`src/hdl/rlfr_pkg.sv`:
```
`timescale 1ns / 1ps
`default_nettype none

package rlfr_pkg;

    localparam int COLS_MAX_DEF   = 1024;
    localparam int LAYERS_MAX_DEF = 16;
    localparam int SINE_ENTRIES   = 1024;

    localparam logic [16:0] FULL_TURN = 17'd32768;
    localparam logic [16:0] HALF_TURN = 17'd16384;
    localparam logic [16:0] EIGHTH    = 17'd4096;

    // input request
    typedef struct packed {
        logic [15:0] aspect;
        logic        no_outlet;
        logic [9:0]  slope_index;
        logic [15:0] ksat;
        logic [15:0] content;
        logic [15:0] content_max;
    } cell_in_t;

    // result request
    typedef struct packed {
        logic [9:0]  out_row;
        logic [9:0]  out_col;
        logic [3:0]  out_layer;
        logic [18:0] inflow;
        logic [15:0] outflow;
        logic        last;
    } flow_out_t;

    // line store / window entry
    typedef struct packed {
        logic [15:0] aspect;
        logic [15:0] cmax;
        logic [15:0] content;
        logic [15:0] oflow;
    } cell_t;

    typedef struct packed {
        logic [9:0] row;
        logic [9:0] col;
        logic [3:0] layer;
        logic       last;
    } pos_t;

    // window stage to accumulator
    typedef struct packed {
        logic [7:0][12:0] weight;
        logic [7:0][15:0] nb_out;
        logic [15:0]      ctr_out;
        pos_t             pos;
    } nbr_t;

    typedef enum logic [1:0] {
        CFG_ROWS   = 2'd0,
        CFG_COLS   = 2'd1,
        CFG_LAYERS = 2'd2
    } cfg_idx_t;

    // direction from each window position back to the center
    localparam logic [14:0] DIR_TO_CTR [9] = '{
        15'd28672, 15'd24576, 15'd20480,
        15'd0,     15'd0,     15'd16384,
        15'd4096,  15'd8192,  15'd12288
    };

    typedef logic [16:0] sine_tab_t [SINE_ENTRIES];

    // Q30 Taylor series to x^13, rounded to Q16
    function automatic logic [16:0] sine_q16(input int unsigned k);
        logic [63:0]        x;
        logic [63:0]        x2;
        logic [63:0]        term;
        logic [63:0]        q;
        logic signed [63:0] sum;
        int                 n;
        x    = (64'd1686629713 * 64'(k)) / 64'(SINE_ENTRIES);
        x2   = (x * x) >> 30;
        term = x;
        sum  = signed'(x);
        for (n = 1; n <= 6; n++) begin
            term = ((term * x2) >> 30) / 64'((2 * n) * (2 * n + 1));
            if ((n & 1) == 1)
                sum = sum - signed'(term);
            else
                sum = sum + signed'(term);
        end
        if (sum < 0)
            sum = 0;
        q = (64'(sum) + 64'd8192) >> 14;
        return (q > 64'd65536) ? 17'd65536 : q[16:0];
    endfunction

    function automatic sine_tab_t build_sine();
        sine_tab_t t;
        for (int k = 0; k < SINE_ENTRIES; k++)
            t[k] = sine_q16(k);
        return t;
    endfunction

    localparam sine_tab_t SINE_TAB = build_sine();

endpackage

`default_nettype wire

```
`src/hdl/rlfr_accum.sv`:
```
`timescale 1ns / 1ps
`default_nettype none

// Weighted products, pair sums, final sum with saturation, output register.
module rlfr_accum (
    input  wire logic           clk,
    input  wire logic           rst_n,
    input  wire logic           in_valid,
    input  wire rlfr_pkg::nbr_t in_data,
    output logic                in_ready,
    output logic                flow_valid,
    input  wire logic           flow_stall,
    output rlfr_pkg::flow_out_t flow
);
    import rlfr_pkg::*;

    logic             s3_v_reg, s4_v_reg, o_v_reg;
    logic [7:0][28:0] prod_reg;
    logic [3:0][29:0] pair_reg;
    logic [15:0]      s3_ctr_reg, s4_ctr_reg;
    pos_t             s3_pos_reg, s4_pos_reg;
    flow_out_t        o_reg;
    flow_out_t        o_next;
    logic [31:0]      total;
    logic [19:0]      total_sh;
    logic             o_ready, s4_ready, s3_ready;

    assign o_ready  = !o_v_reg || !flow_stall;
    assign s4_ready = !s4_v_reg || o_ready;
    assign s3_ready = !s3_v_reg || s4_ready;
    assign in_ready = s3_ready;

    always_comb
    begin
        total    = 32'(pair_reg[0]) + 32'(pair_reg[1]) + 32'(pair_reg[2])
                 + 32'(pair_reg[3]);
        total_sh = total[31:12];
        o_next.out_row   = s4_pos_reg.row;
        o_next.out_col   = s4_pos_reg.col;
        o_next.out_layer = s4_pos_reg.layer;
        o_next.inflow    = total_sh[19] ? '1 : total_sh[18:0];
        o_next.outflow   = s4_ctr_reg;
        o_next.last      = s4_pos_reg.last;
    end

    always_ff @(posedge clk or negedge rst_n)
    begin
        if (!rst_n) begin
            s3_v_reg <= 1'b0;
            s4_v_reg <= 1'b0;
            o_v_reg  <= 1'b0;
        end else begin
            if (s3_ready)
                s3_v_reg <= in_valid;
            if (s4_ready)
                s4_v_reg <= s3_v_reg;
            if (o_ready)
                o_v_reg <= s4_v_reg;
        end
    end

    always_ff @(posedge clk)
    begin
        if (in_valid && s3_ready) begin
            for (int j = 0; j < 8; j++)
                prod_reg[j] <= in_data.nb_out[j] * in_data.weight[j];
            s3_ctr_reg <= in_data.ctr_out;
            s3_pos_reg <= in_data.pos;
        end
        if (s3_v_reg && s4_ready) begin
            for (int j = 0; j < 4; j++)
                pair_reg[j] <= 30'(prod_reg[2 * j]) + 30'(prod_reg[2 * j + 1]);
            s4_ctr_reg <= s3_ctr_reg;
            s4_pos_reg <= s3_pos_reg;
        end
        if (s4_v_reg && o_ready)
            o_reg <= o_next;
    end

    assign flow_valid = o_v_reg;
    assign flow       = o_reg;

endmodule

`default_nettype wire

```
`config.mk`:
```
export PLATFORM = sky130hd
export DESIGN_NAME = rlfr_accum
export DESIGN_NICKNAME = d
export VERILOG_FILES = /design/src/hdl/rlfr_pkg.sv /design/src/hdl/rlfr_accum.sv
export SDC_FILE = /design/constraint.sdc
export NUM_CORES = 2
export LEC_CHECK = 0
export BUFFER_PORTS_ARGS = -buffer_cell sky130_fd_sc_hd__buf_2
export CELL_PAD_IN_SITES_DETAIL_PLACEMENT = 1
export CELL_PAD_IN_SITES_GLOBAL_PLACEMENT = 2
export CORE_ASPECT_RATIO = 1.5
export CORE_MARGIN = 2
export CORE_UTILIZATION = 42
export DETAILED_ROUTE_END_ITERATION = 7
export GPL_TIMING_DRIVEN = 0
export PLACE_DENSITY = 0.91
export SETUP_SLACK_MARGIN = 0.05
export SYNTH_ARGS = -nofsm -noshare
export SYNTH_HDL_FRONTEND = slang
export SYNTH_SLANG_ARGS = --single-unit
```
`constraint.sdc`:
```
create_clock -name clk -period 8.6 [get_ports clk]
set_input_delay 1.72 -clock clk [delete_from_list [all_inputs] [get_ports clk]]
set_output_delay 1.72 -clock clk [all_outputs]
set_load 0.02 [all_outputs]
```
==> summary.md <==
| Metric | Value |
|---|---|
| Clk Latency, worst-skew pair | 0.70 ns |
| Post-synthesis sequential area ratio | 19.5% |
| Post-DP HPWL | 191 mm |
| Share of cells above drive strength 1 | 5.90% |
| Total Routing Usage GR | 24.5% |
| Post-synth EDFFs | 494 |
| Reg clk slew, reported paths | 0.06 ns |
| Peak fanout along the critical path | 10 |
| Synth unique cells | 89 |
| Status | finished clean |
| Syn Area/Cell | 9.75 um2 |
| Max-Cap Viols | 0 |
| Routability congestion estimate | 0.913 |
| Worst Setup End Kind | flop |
| Synthesis-stage register bit count | 497 |
| Yosys Warn Count | 0 |
| Hold_buf cts | 0 |
| Antenna-violating nets left | 0 |
| Setup CP Type | input port to flop |
| Port Buffers | 338 |
| Slew margin rel. | 41.6% |
| Number of nets in the layout | 10569 |
| RSZ-0062 raised after global routing | false |
| Routed WL | 222 mm |
| Clock skew | 0.0823 ns |
| Buffers and inverters on the worst path | 5 |
| Ports | 339 |
| Top Family by Delay on Critical Path | adder cells |
| Crit path cell chain | buf_2, clkbuf_1, nand2_1, fa_1, fa_1, fa_1, inv_1, fa_1, inv_1, fa_1, inv_1, ha_1, o211ai_1, o21a_1, a211oi_1, o31ai_1, o311ai_0, nor2_1, o21bai_1, xor2_1 |
| CTS H-Tree Depth | 2 |
| Count leader, synth | inv_1 |
| Syn Inst Count | 7854 |
| Gr ovfl total | 0 |
| CTS Root Cell | clkbuf_16 |
| Post-route setup slack | 0.766 ns |
| Area taken by multi-input logic gates | 54300 um2 |
| Fin. Hold Viols | 0 |
| FP Rows | 191 |
| Critical Path RT | 8.96 ns |
| Initial Utilization | 42.3% |
| Cts bufs inserted | 57 |
| Max-slew violations | 0 |
| Largest net degree at the start of global routing | 77 |
| Drt drc | 0 |
| DP Worst Slack | 0.0235 ns |
| First-pass GRT wire length | 355 mm |
| Async SR Flop Fraction | 0.604% |
| Via density | 5.21 |
| Final min period | 7.83 ns |
| Die height | 527 um |
| R2R depth | 13 |
| CP arrival | 8.20 ns |
| Post-synth top area share | 33.9% |
| Fin crit share | 91.1% |
| Primary FF master, synth | edfxtp_1 |
| Mapped Nets | 10163 |
| Slowest stage delay, CP | 0.65 ns |
| Max Clk Rate | 128 MHz |
| Die X | 353 um |
| Tightest Pin Transition | 0.865 ns |
| Critical-path top delay cell | o311ai_0 |
| Most frequent CP cell | fa_1 |
| Area Growth Syn to Fin | 9.12% |
| Setup Fix Bufs, Post-CTS | 0 |
| Vias in the first global route | 64380 |
| Synth area leaders | fa_1 (34%), edfxtp_1 (19%), ha_1 (12%), inv_1 (8.4%), and2_1 (6.6%) |
| Initial antenna violation count | 44 |
| Die area | 186000 um2 |
| FILL cells | 20686 |
| Synth area leader | fa_1 |
| Post-synth top cells | inv_1 (1720), fa_1 (1295), nand2_1 (997) |
| Critical Path Source Type | input port |
| Final Setup Violations | 0 |
| Reg area | 14900 um2 |
| Depth of the worst hold-timing path | 0 |
| Worst hold-check path type | flop to flop |
| CTS tree | done |
| CTS resizes | 0 |
| Wire per inst | 20.7 um |
| Mapped Area | 76500 um2 |
| Crit. path cell count | 20 |
| Clock sink count | 497 |
| DR pass1 iterations | 5 |
| Max reg flops | 232 |
| Clock Tree Buf Depth | 3 |
| Initial DRC Count | 2237 |
| DR vias | 55910 |
| Core area | 181000 um2 |
## placed cells by master (no fill, tap or decap), types with 9 or more instances in the layout
master and count:
a211o_1 10, a31oi_1 25, a211oi_1 21, nor2b_1 39
a21o_1 117, nor3_1 57, o21ai_0 125, clkbuf_16 57
o21bai_1 46, xnor2_1 216, a21boi_0 10, or2_2 12
diode_2 11, a21oi_1 235, nand2_1 997, clkbuf_1 251
nor2_1 169, bufinv_16 10, xor2_1 66, ha_1 737
inv_1 1720, clkinv_1 9, fa_1 1295, buf_2 339
nand3_1 49, o211ai_1 26, o31ai_1 13, o21a_1 58
and2_1 808, edfxtp_1 494, and4_1 12, a31o_2 10
nand2b_1 35, or3_1 22, and3_1 26, nand4_1 15
clkinv_2 9
## logic make-up after synthesis
logic type,share of synthesized area (%)
AND/OR/NAND/NOR,14.7
multiplexers,0.0687
AO/OA/AOI/OAI,6.93
XOR/XNOR,3.23
flip-flops,19.5
adder cells (fa/ha/maj),45.9
buffers and inverters,9.66
## per-layer routing
layer	global-route usage (%)	part of all wire, %	routed length [um]
met4	11.4	5.7	12600
met2	47.4	55	122000
met3	2.77	3.9	8630
met5	0	0.11	235
met1	26.2	36	78900
## area by class of cell
cell class                      count  share of cell area, %
Sequential cell                   497                   17.9
Tap cell                         2412                   3.61
Buffer                            249                   1.13
Inverter                         1720                   7.73
Multi-Input combinational cell   5388                   65.0
Antenna cell                       11                 0.0330
Clock inverter                     42                  0.677
Clock buffer                       66                   1.75
Timing Repair Buffer              347                   2.27
## through the flow
step	util, %	instances	area (um2)	TNS [ns]	hold WS [ns]
2_1_floorplan	-	7854	76500	0	0.400
3_3_place_gp	44.9	10604	81300	-59.55	0.401
3_5_place_dp	45.0	10613	81500	0	0.405
4_1_cts	46.2	10721	83500	0	0.413
5_1_grt	46.2	10723	83500	0	0.423
6_report	46.2	10732	83500	0	0.417
## final timing paths
kind	startpoint	endpoint	slack, ns
setup / recovery	in_data[252]	prod_reg[200]$_DFFE_PP_	0.77
hold / removal	s3_pos_reg[1]$_DFFE_PP_	o_next[36]$_DFFE_PP_	0.42
setup reg to reg	pair_reg[8]$_DFFE_PP_	flow[24]$_SDFFCE_PP1P_	3.79
hold reg to reg	s3_pos_reg[1]$_DFFE_PP_	o_next[36]$_DFFE_PP_	0.42
max in group asynchronous	rst_n	s4_v_reg$_DFFE_PN0P_	7.62
min in group asynchronous	rst_n	s3_v_reg$_DFFE_PN0N_	0.88
Power is left out: the tool's default activity adds up to more than one toggle a clock period on the data nets, which glitch-free logic cannot reach.
