==> src/hdl/rlfr_pkg.sv <==
`timescale 1ns / 1ps
`default_nettype none

package rlfr_pkg;

    localparam int COLS_MAX_DEF   = 1024;
    localparam int LAYERS_MAX_DEF = 16;
    localparam int SINE_ENTRIES   = 1024;

    localparam logic [16:0] FULL_TURN = 17'd32768;
    localparam logic [16:0] HALF_TURN = 17'd16384;
    localparam logic [16:0] EIGHTH    = 17'd4096;

    // input request
    typedef struct packed {
        logic [15:0] aspect;
        logic        no_outlet;
        logic [9:0]  slope_index;
        logic [15:0] ksat;
        logic [15:0] content;
        logic [15:0] content_max;
    } cell_in_t;

    // result request
    typedef struct packed {
        logic [9:0]  out_row;
        logic [9:0]  out_col;
        logic [3:0]  out_layer;
        logic [18:0] inflow;
        logic [15:0] outflow;
        logic        last;
    } flow_out_t;

    // line store / window entry
    typedef struct packed {
        logic [15:0] aspect;
        logic [15:0] cmax;
        logic [15:0] content;
        logic [15:0] oflow;
    } cell_t;

    typedef struct packed {
        logic [9:0] row;
        logic [9:0] col;
        logic [3:0] layer;
        logic       last;
    } pos_t;

    // window stage to accumulator
    typedef struct packed {
        logic [7:0][12:0] weight;
        logic [7:0][15:0] nb_out;
        logic [15:0]      ctr_out;
        pos_t             pos;
    } nbr_t;

    typedef enum logic [1:0] {
        CFG_ROWS   = 2'd0,
        CFG_COLS   = 2'd1,
        CFG_LAYERS = 2'd2
    } cfg_idx_t;

    // direction from each window position back to the center
    localparam logic [14:0] DIR_TO_CTR [9] = '{
        15'd28672, 15'd24576, 15'd20480,
        15'd0,     15'd0,     15'd16384,
        15'd4096,  15'd8192,  15'd12288
    };

    typedef logic [16:0] sine_tab_t [SINE_ENTRIES];

    // Q30 Taylor series to x^13, rounded to Q16
    function automatic logic [16:0] sine_q16(input int unsigned k);
        logic [63:0]        x;
        logic [63:0]        x2;
        logic [63:0]        term;
        logic [63:0]        q;
        logic signed [63:0] sum;
        int                 n;
        x    = (64'd1686629713 * 64'(k)) / 64'(SINE_ENTRIES);
        x2   = (x * x) >> 30;
        term = x;
        sum  = signed'(x);
        for (n = 1; n <= 6; n++) begin
            term = ((term * x2) >> 30) / 64'((2 * n) * (2 * n + 1));
            if ((n & 1) == 1)
                sum = sum - signed'(term);
            else
                sum = sum + signed'(term);
        end
        if (sum < 0)
            sum = 0;
        q = (64'(sum) + 64'd8192) >> 14;
        return (q > 64'd65536) ? 17'd65536 : q[16:0];
    endfunction

    function automatic sine_tab_t build_sine();
        sine_tab_t t;
        for (int k = 0; k < SINE_ENTRIES; k++)
            t[k] = sine_q16(k);
        return t;
    endfunction

    localparam sine_tab_t SINE_TAB = build_sine();

endpackage

`default_nettype wire

==> src/hdl/rlfr_window.sv <==
`timescale 1ns / 1ps
`default_nettype none

// 3x3 window and per-neighbour weights.
module rlfr_window (
    input  wire logic            clk,
    input  wire logic            rst_n,
    input  wire logic            adv,
    input  wire logic            emit,
    input  wire rlfr_pkg::pos_t  pos,
    input  wire rlfr_pkg::cell_t new_cell,
    input  wire rlfr_pkg::cell_t up1,
    input  wire rlfr_pkg::cell_t up2,
    input  wire logic            acc_ready,
    output logic                 s2_ready,
    output logic                 s2_valid,
    output rlfr_pkg::nbr_t       s2_data
);
    import rlfr_pkg::*;

    cell_t win_reg  [9];
    cell_t win_next [9];
    logic  s2_v_reg;
    nbr_t  s2_reg;
    nbr_t  s2_next;

    always_comb
    begin
        for (int i = 0; i < 3; i++) begin
            win_next[i * 3]     = win_reg[i * 3 + 1];
            win_next[i * 3 + 1] = win_reg[i * 3 + 2];
        end
        win_next[2] = up2;
        win_next[5] = up1;
        win_next[8] = new_cell;
    end

    always_comb
    begin
        int          k;
        logic [16:0] a;
        logic [16:0] dir;
        logic [16:0] d;
        logic        hit;
        s2_next = '0;
        for (int j = 0; j < 8; j++) begin
            k   = (j < 4) ? j : j + 1;
            a   = {1'b0, win_next[k].aspect};
            dir = {2'b00, DIR_TO_CTR[k]};
            d   = (a > dir) ? a - dir : dir - a;
            if (d > HALF_TURN)
                d = FULL_TURN - d;
            hit = (a <= FULL_TURN) && (win_next[k].content == win_next[4].cmax)
                  && (d < EIGHTH);
            s2_next.weight[j] = hit ? 13'(EIGHTH - d) : 13'd0;
            s2_next.nb_out[j] = win_next[k].oflow;
        end
        s2_next.ctr_out = win_next[4].oflow;
        s2_next.pos     = pos;
    end

    assign s2_ready = !s2_v_reg || acc_ready;

    always_ff @(posedge clk or negedge rst_n)
    begin
        if (!rst_n) begin
            s2_v_reg <= 1'b0;
            for (int i = 0; i < 9; i++)
                win_reg[i] <= '0;
        end else begin
            if (adv) begin
                for (int i = 0; i < 9; i++)
                    win_reg[i] <= win_next[i];
            end
            if (adv && emit)
                s2_v_reg <= 1'b1;
            else if (acc_ready)
                s2_v_reg <= 1'b0;
        end
    end

    always_ff @(posedge clk)
    begin
        if (adv && emit)
            s2_reg <= s2_next;
    end

    assign s2_valid = s2_v_reg;
    assign s2_data  = s2_reg;

endmodule

`default_nettype wire

==> config.mk <==
export PLATFORM = sky130hd
export DESIGN_NAME = rlfr_window
export DESIGN_NICKNAME = d
export VERILOG_FILES = /design/src/hdl/rlfr_pkg.sv /design/src/hdl/rlfr_window.sv
export SDC_FILE = /design/constraint.sdc
export NUM_CORES = 1
export LEC_CHECK = 0
export BUFFER_PORTS_ARGS = -buffer_cell sky130_fd_sc_hd__buf_2
export CORE_MARGIN = 2
export CORE_UTILIZATION = 58
export CTS_CLUSTER_SIZE = 25
export DETAILED_ROUTE_END_ITERATION = 16
export GPL_TIMING_DRIVEN = 1
export PLACE_DENSITY = 0.83
export SYNTH_ARGS = -nofsm -noshare
export SYNTH_HDL_FRONTEND = slang
export SYNTH_SLANG_ARGS = --single-unit
==> constraint.sdc <==
create_clock -name clk -period 4.6 [get_ports clk]
set_input_delay 0.69 -clock clk [delete_from_list [all_inputs] [get_ports clk]]
set_output_delay 0.69 -clock clk [all_outputs]
set_load 0.02 [all_outputs]
==> results of run 1 <==
power by group through the flow:
stage | clock network, mW | registers, mW | logic (mW)
after floorplan | 0 | 6.38 | 2.41
after global placement | 0 | 6.40 | 3.28
after detailed placement | 0 | 6.43 | 3.36
after CTS | 4.90 | 6.34 | 3.39
after global routing | 5.09 | 6.40 | 3.73
final | 4.82 | 6.35 | 3.43
routing by layer:
layer | vias up | wire (microns)
li1 | 12000 | -
met2 | 1027 | 41600
met4 | 2 | 2790
met1 | 12600 | 35300
met5 | - | 11
met3 | 194 | 5920
synthesized netlist by cell type, drive strengths merged, types with 9 or more instances:
cell type,number
and3,16
a31oi,29
xor2,156
and4,16
xnor2,179
a21oi,122
a221oi,10
or3,43
nor4b,16
o31a,9
ha,31
o31ai,25
and2,13
a211oi,36
mux2i,23
nand4,48
or4,28
o221ai,11
nor2,241
a21o,13
nand2b,20
o21a,10
nor4,73
nor3b,14
o21ai,134
dfrtp,305
nand2,176
edfxtp,273
clkbuf,152
inv,63
nor3,81
a21boi,12
buf,20
o211ai,20
mux2,292
o2111ai,12
or2,17
nand3,43
nor2b,23
path summary, 6_finish.rpt:
check                                 to  depth (start not counted)  slack, ps
setup / recovery            s2_data[256]                         12        220
hold / removal               s2_next[64]                          1         60
setup reg to reg            s2_data[256]                         12        220
hold reg to reg             s2_data[102]                          0        440
max in group asynchronous  win_next[497]                          2       3450
min in group clk             s2_data[21]                          1        240
layout make-up:
type	instances	area, sq um
antenna	13	32.5
clock buffer	82	1700
clock inverter	27	265
fill	4114	17000
inverter	63	240
multi-input combinational	2144	15600
sequential	578	15800
tap	748	936
timing repair buffer	610	3540
through the flow:
stage	hold WS (ps)	utilization	power [mW]	std cells
finish	55.3	0.691	14.6	4265
global route	83.4	0.691	15.2	4260
CTS	61.7	0.690	14.6	4249
detailed placement	431	0.655	9.79	4140
global placement	424	0.655	9.68	4140
floorplan	394	-	8.79	2957
registers in the layout, indices dropped and copies added (netlist names):
name,flops
win_next,208
s2_data,273
s2_valid,1
s2_next,96
worst register-to-register path: cells and delay by family, from the launching register on:
kind                     cells  cell delay (ps)
AO/OA/AOI/OAI                7             2280
adder cells (fa/ha/maj)      1              310
buffers and inverters        1              120
flip-flops                   1              440
AND/OR/NAND/NOR              3             1060
cell families (layout without fill, tap and decap cells):
| group | count (synthesis) | in the layout |
|---|---|---|
| buffers and inverters | 235 | 782 |
| DFF | 578 | 578 |
| other | 0 | 13 |
| AOI/OAI and AO/OA | 569 | 569 |
| muxes | 315 | 315 |
| xor gates and xnor gates | 335 | 335 |
| adders and majority gates | 31 | 31 |
| and+or+nand+nor | 894 | 894 |
what timing repair did:
item | CTS | global route
gates resized for setup | 0 | 3
buffers inserted | 0 | 3
setup endpoints to repair | 0 | 8
==> qor.yml, run 1 <==
worstSetupStartpoint: "win_next[112]"
path_clk_slew_ps: 60
antenna_left: 0
use_met2: 0.483
cts_buffer_depth: 3
top_usage_layer: "met2"
finClkSkew_ps: 10.3
ys.warnings.count: 0
drcViolationCount: 0
cts_tree: "built"
rows: 86
grt_pass1_vias: 24400
pre_cts_slack_ps: 132
worstMarginPinSlew_ps: 1040
crit_required_ps: 5030
antenna_found_initial: 13
synth_compound_area_frac: 0.124
status: "finished, final reports clean"
critPathArrivalTime_ps: 4820
avgViaCountPerCell: 6.06
syn_nets: 3210
drt-initial-drc-count: 2124
area_growth_pct: 17.9
fp.dieH_microns: 240
gr-usage-all-layers: 0.290
setup_slack_ps: 215
dr.pass1.iters: 8
clk_latency_ps: 620
synth_edf_count: 273
synth.area.top_cells: "edfxtp_1 (25%), dfrtp_1 (24%), mux2_2 (10%)"
synth-simple-area-share: 0.145
layout.cells.most_common_list: "buf_2 (462), dfrtp_1 (305), mux2_2 (292), edfxtp_1 (273), nor2_1 (241)"
drive_gt1_frac: 0.304
p_comb_frac: 0.235
root_buffer: "clkbuf_16"
final_area_sq_um: 38100
synthDistinctLibCells: 107
synth-adder-area-share: 0.0120
gr-total-overflow: 0
clkPwrFrac: 0.330
cp_top_family: "compound AO/OA/AOI/OAI gates"
cp_slowest_stage_delay_ps: 890
p_sw_frac: 0.304
die_w_microns: 240
cp_num_buf_inv: 1
htreeDepth: 2
mostFrequentLayoutCell: "buf_2"
die_area_sq_um: 57600
cap_violations: 0
finalCriticalPeriod_ps: 4380
ios: 497
synth_area_sq_um: 32300
report.final.hold_viol_count: 0
io_buffers: 464
slew_violations: 0
worstSetupEndpointType: "flip-flop"
numCtsBuffers: 58
timing.fmax_ghz: 0.228
hold_path_class: "in2async"
timing.rr.start: "win_next[112]"
yosysSeqAreaShare: 0.490
setup_viol: 0
grt_max_degree: 170
synth-xor-area-share: 0.0913
tns_ps: 0
synth_area_leader_cell: "edfxtp_1"
synth-async-reset-ratio: 0.528
wl_per_cell_microns: 20.1
dp_hpwl_microns: 62300
syn_avg_cell_area_sq_um: 10.9
ir_drop_v: 0.000334
cp_max_fo: 7
layout_worst_path_cycle_share: 0.953
cp_slowest_cell: "o32ai_1"
p_per_area_nw_per_um2: 383
cts.sinks: 578
cts-hold-fix-buffers: 0
crit_type: "reg2reg"
internal-power_mw: 10.2
final_nets: 3708
crit_chain: "inv_1 -> ha_1 -> nor2b_1 -> a41o_1 -> a22oi_1 -> o32ai_1 -> a311oi_1 -> o221ai_1 -> o31ai_1 -> nor3_1 -> a21oi_1 -> nor3b_1"
start_kind: "flip-flop"
ys_seq_elements: 578
vias: 25900
synth_top_family_by_area: "simple AND/OR/NAND/NOR gates"
initial_core_util: 0.586
coreArea_sq_um: 55100
grt_use_met1: 0.387
slew_headroom: 0.307
synth_top_area_frac: 0.254
synth_mux_area_frac: 0.109
p_seq_frac: 0.435
gp_congestion: 0.961
rsz0062_at_grt: "no"
p_switching_mw: 4.43
p_leak_nw: 15.1
postSynthCellCount: 2957
dpl-instance-area_sq_um: 36100
use_met3: 0.0456
routed_wirelength_microns: 85600
grt_pass1_wl_microns: 133000
ys.flop_type: "dfrtp_1"
Power figures use the tool's default switching activity.
==> inputs of run 2 (changes only) <==
--- a/config.mk
+++ b/config.mk
@@ -8,6 +8,7 @@
 export BUFFER_PORTS_ARGS = -buffer_cell sky130_fd_sc_hd__buf_2
 export CORE_MARGIN = 2
 export CORE_UTILIZATION = 58
+export CTS_BUF_LIST = sky130_fd_sc_hd__clkbuf_16
 export CTS_CLUSTER_SIZE = 25
 export DETAILED_ROUTE_END_ITERATION = 16
 export GPL_TIMING_DRIVEN = 1
==> qor.yml, run 2 (synthesis results as in run 1) <==
die_area_sq_um: 57600  # unchanged
status: "finished, final reports clean"
fp.dieH_microns: 240  # unchanged
setup_viol: 0  # unchanged
finClkSkew_ps: 10.4  # +0.0667 ps
die_w_microns: 240  # unchanged
worstSetupStartpoint: "win_next[189]"
drive_gt1_frac: 0.302  # -0.00257
initial_core_util: 0.586  # unchanged
vias: 25800  # -0.14%
cts_buffer_depth: 3  # unchanged
cts-hold-fix-buffers: 0  # unchanged
p_switching_mw: 4.42  # -0.43%
path_clk_slew_ps: 60  # about the same
wl_per_cell_microns: 20.0  # -0.36%
largest_reg_flops: 273  # unchanged
grt_max_degree: 170  # unchanged
routed_wirelength_microns: 85300  # -0.40%
cts_tree: "built"
crit_type: "reg2reg"
io_buffers: 464  # unchanged
gp_congestion: 0.961  # unchanged
rsz0062_at_grt: "no"
layout_worst_path_cycle_share: 0.951  # -0.00238
ios: 497  # unchanged
slew_violations: 0  # unchanged
final_area_sq_um: 38000  # -0.25%
p_per_area_nw_per_um2: 379  # -1.1%
area_growth_pct: 17.6
cp_slowest_cell: "a2111o_1"
start_kind: "flip-flop"
worstSetupEndpointType: "flip-flop"
gr-usage-all-layers: 0.288  # -0.00149
drcViolationCount: 0  # unchanged
cp_slowest_stage_delay_ps: 560  # -330 ps
timing.rr.start: "win_next[189]"
antenna_left: 0  # unchanged
clkPwrFrac: 0.321  # -0.009
slew_headroom: 0.349  # +0.0417
cts.sinks: 578  # unchanged
antenna_found_initial: 13  # unchanged
crit_chain: "inv_1 -> ha_1 -> nor2b_1 -> nand4_2 -> o21a_1 -> a311o_1 -> o2111ai_2 -> a21oi_4 -> or3_1 -> a2111o_1 -> or4_1 -> a21oi_1"
gr-total-overflow: 0  # unchanged
crit_required_ps: 5060  # +30 ps
finalCriticalPeriod_ps: 4370  # -11.0 ps
cp_max_fo: 12  # +5
numCtsBuffers: 58  # unchanged
final_nets: 3708  # unchanged
cap_violations: 0  # unchanged
grt_pass1_wl_microns: 132000  # -0.38%
ir_drop_v: 0.000333  # -0.17%
tns_ps: 0  # unchanged
clk_latency_ps: 620  # about the same
rows: 86  # unchanged
critPathArrivalTime_ps: 4840  # +20 ps
root_buffer: "clkbuf_16"
drt-initial-drc-count: 2172  # +2.3%
htreeDepth: 2  # unchanged
mostFrequentLayoutCell: "buf_2"
hold_path_class: "in2async"
p_seq_frac: 0.441  # +0.006
grt_pass1_vias: 24300  # -0.31%
worstMarginPinSlew_ps: 974  # -65.5 ps
dp_hpwl_microns: 62300  # unchanged
timing.fmax_ghz: 0.229  # +0.25%
dpl-instance-area_sq_um: 36100  # unchanged
layout.cells.most_common_list: "buf_2 (462), dfrtp_1 (305), mux2_2 (292), edfxtp_1 (273), nor2_1 (241)"
p_comb_frac: 0.238  # +0.003
avgViaCountPerCell: 6.06  # about the same
p_leak_nw: 15.1  # about the same
report.final.hold_viol_count: 0  # unchanged
p_sw_frac: 0.307  # +0.00282
dr.pass1.iters: 6  # -2
coreArea_sq_um: 55100  # unchanged
internal-power_mw: 9.98  # -1.7%
run 2: cell count changes in the layout (fill, tap and decap cells not counted), sizes merged:
cell / before / now
clkbuf: 82 / 61
inv: 66 / 78
clkinv: 15 / 24
diode: 13 / 11
run 2: timing repair:
item	CTS	global route
setup endpoints to repair	0	7
buffers inserted	0	3
gates resized for setup	0	3
run 2: per-stage QoR:
stage,total power [mW],std cells,hold slack (ps),utilization,setup WS [ps]
detailed placement,9.79,4140,431,0.655,132
global route,15.0,4260,83.5,0.690,15.8
global placement,9.68,4140,424,0.655,221
finish,14.4,4263,54.1,0.690,226
floorplan,8.79,2957,394,-,-891
CTS,14.4,4249,60.2,0.688,232
run 2: worst max-delay path, delay by kind of cell (launching register included):
family | cells | cell delay (ps)
DFF | 1 | 480
AOI/OAI and AO/OA | 6 | 1830
adders and majority gates | 1 | 200
and+or+nand+nor | 4 | 1530
buffers and inverters | 1 | 190
run 2: power by group through the flow:
stage                     combinational, mW  clock (mW)  sequential, mW
final                                  3.42        4.63            6.35
after global routing                   3.73        4.91            6.40
after CTS                              3.39        4.71            6.34
after detailed placement               3.36           0            6.43
after global placement                 3.28           0            6.40
after floorplan                        2.41           0            6.38
run 2: metal layers:
metal	vias up	wire, microns	GRT usage
met1	12600	35400	0.387
met2	981	41600	0.479
li1	12000	-	-
met5	-	30	0
met4	6	2590	0.0973
met3	189	5740	0.0451
run 2: cell type report:
cell class                      instances  area (sq um)
Clock buffer                           61          1530
Sequential cell                       578         15800
Clock inverter                         48           344
Tap cell                              748           936
Fill cell                            4128         17100
Multi-Input combinational cell       2144         15600
Timing Repair Buffer                  610          3540
Inverter                               63           240
Antenna cell                           11          27.5
run 2: final timing paths:
path,to,slack [ps],cells after the start
worst min register to register,s2_data[102],440,0
worst min-delay path,s2_next[64],50,1
min in group clk,s2_data[21],250,1
max in group asynchronous,win_next[497],3460,2
worst max register to register,s2_data[243],230,12
worst max-delay path,s2_data[243],230,12
==> inputs of run 3 (changes only) <==
--- a/config.mk
+++ b/config.mk
@@ -13,6 +13,7 @@
 export DETAILED_ROUTE_END_ITERATION = 16
 export GPL_TIMING_DRIVEN = 1
 export PLACE_DENSITY = 0.83
+export SLEW_MARGIN = 20
 export SYNTH_ARGS = -nofsm -noshare
 export SYNTH_HDL_FRONTEND = slang
 export SYNTH_SLANG_ARGS = --single-unit
==> constraint.sdc (replaced) <==
create_clock -name clk -period 5.2 [get_ports clk]
set_input_delay 0.78 -clock clk [delete_from_list [all_inputs] [get_ports clk]]
set_output_delay 0.78 -clock clk [all_outputs]
set_load 0.02 [all_outputs]
==> qor.yml, run 3 (synthesis results as in run 1) <==
status: "finished, final reports clean"
worstSetupEndpointType: "flip-flop"
cts.sinks: 578  # unchanged
grt_pass1_wl_microns: 131000  # -0.95%
dr.pass1.iters: 5  # -1
cp_max_fo: 13  # +1
setup_slack_ps: 563  # +337 ps
cp_slowest_stage_delay_ps: 820  # +260 ps
ios: 497  # unchanged
hold_ws_ps: 147  # +92.5 ps
rsz0062_at_grt: "no"
cp_top_family: "simple AND/OR/NAND/NOR gates"
start_kind: "flip-flop"
drcViolationCount: 0  # unchanged
ctsResizeCount: 0  # unchanged
rows: 86  # unchanged
coreArea_sq_um: 55100  # unchanged
numCtsBuffers: 59  # +1.7%
post-cts-setup-buffer-count: 0  # unchanged
cts_buffer_depth: 3  # unchanged
htreeDepth: 2  # unchanged
report.final.hold_viol_count: 0  # unchanged
setup_viol: 0  # unchanged
ir_drop_v: 0.000280  # -16%
pre_cts_slack_ps: 350  # +218 ps
dp_hpwl_microns: 60800  # -2.5%
p_leak_nw: 14.7  # -2.8%
routed_wirelength_microns: 84300  # -1.2%
worstMarginPinSlew_ps: 939  # -34.7 ps
crit_required_ps: 5580  # +520 ps
vias: 25600  # -0.72%
hold_path_class: "in2async"
p_per_area_nw_per_um2: 342  # -9.7%
slew_headroom: 0.358  # +0.00899
grt_max_degree: 162  # -4.7%
drt-initial-drc-count: 2330  # +7.3%
cp_slowest_cell: "nor2b_1"
final_nets: 3622  # -2.3%
fp.dieH_microns: 240  # unchanged
avgViaCountPerCell: 6.14  # +1.3%
r2r_slack_ps: 560  # +340 ps
dpl-instance-area_sq_um: 35400  # -1.8%
final_util: 0.679  # -0.0107
crit_chain: "inv_1 -> ha_1 -> nor2b_1 -> o21ai_0 -> mux2i_1 -> o21ai_0 -> nor2_1 -> a41oi_1 -> mux2i_1 -> nand3_1 -> buf_4 -> and3b_1"
drive_gt1_frac: 0.285  # -0.0164
area_growth_pct: 15.8
critPathArrivalTime_ps: 5020  # +180 ps
finClkSkew_ps: 23.7  # +13.3 ps
antenna_found_initial: 13  # unchanged
die_w_microns: 240  # unchanged
mostFrequentLayoutCell: "buf_2"
clk_latency_ps: 630  # about the same
gr-total-overflow: 0  # unchanged
layout_worst_path_cycle_share: 0.892  # -0.0591
initial_core_util: 0.586  # unchanged
cts_tree: "built"
wl_per_cell_microns: 20.2  # +0.82%
cap_violations: 0  # unchanged
io_buffers: 464  # unchanged
largest_reg_flops: 273  # unchanged
cts-hold-fix-buffers: 0  # unchanged
cp_num_buf_inv: 2  # +1
crit_type: "reg2reg"
layout.cells.most_common_list: "buf_2 (462), dfrtp_1 (305), mux2_2 (292), edfxtp_1 (273), nor2_1 (241)"
finalCriticalPeriod_ps: 4640  # +263 ps
gp_congestion: 0.974  # +1.3%
die_area_sq_um: 57600  # unchanged
grt_pass1_vias: 23800  # -2.0%
gr-usage-all-layers: 0.286  # -0.00206
root_buffer: "clkbuf_16"
antenna_left: 0  # unchanged
path_clk_slew_ps: 60  # about the same
slew_violations: 0  # unchanged
final_area_sq_um: 37400  # -1.6%
timing.fmax_ghz: 0.216  # -5.7%
[run 3: cell types whose count changed in the layout (fill, tap and decap cells not counted), sizes merged]
cell | before | now
buf | 610 | 523
bufinv | 4 | 5
clkbuf | 61 | 62
clkinv | 24 | 19
clkinvlp | 5 | 7
inv | 78 | 80
[run 3: worst paths after layout]
| kind | from | endpoint | cells past startpoint |
|---|---|---|---|
| max | win_next[496] | s2_data[188] | 12 |
| min | rst_n | s2_next[58] | 1 |
| max reg2reg | win_next[496] | s2_data[188] | 12 |
| min reg2reg | s2_next[53] | s2_data[53] | 0 |
| max in group asynchronous | rst_n | win_next[565] | 2 |
| min in group clk | pos[0] | s2_data[0] | 1 |
[run 3: metal layers]
metal	track usage	share of wire
met5	0	0.00028
met4	0.0903	0.030
met3	0.0450	0.069
met2	0.475	0.49
met1	0.387	0.42
[run 3: worst reg2reg max path: cells and delay by family, from the launching register on]
kind	cells	cell delay, ps
and+or+nand+nor	4	1550
AOI/OAI and AO/OA	3	930
DFF	1	450
buffers and inverters	2	410
muxes	2	640
adders and majority gates	1	410
[run 3: area by class of cell]
type,instances,area (sq um)
inverters,63,240
fillers,4165,17700
multi-input cells,2144,15600
diodes,11,27.5
flip-flops and latches,578,15800
well taps,748,936
clock inverters,48,400
repair buffers,523,2860
clock buffers,62,1550
[run 3: power breakdown]
part	internal [mW]	total, mW	leakage, nW	switching, mW
Combinational	1.23	2.93	7.51	1.71
Clock	2.42	4.24	0.980	1.82
Sequential	5.22	5.62	6.19	0.404
Total	8.86	12.8	14.7	3.93
[run 3: per-stage QoR]
step | power, mW | instances | TNS [ps]
2_1_floorplan | 7.78 | 2957 | -104110
3_3_place_gp | 8.48 | 4055 | 0
3_5_place_dp | 8.57 | 4055 | 0
4_1_cts | 12.8 | 4165 | 0
5_1_grt | 13.4 | 4176 | 0
6_report | 12.8 | 4177 | 0
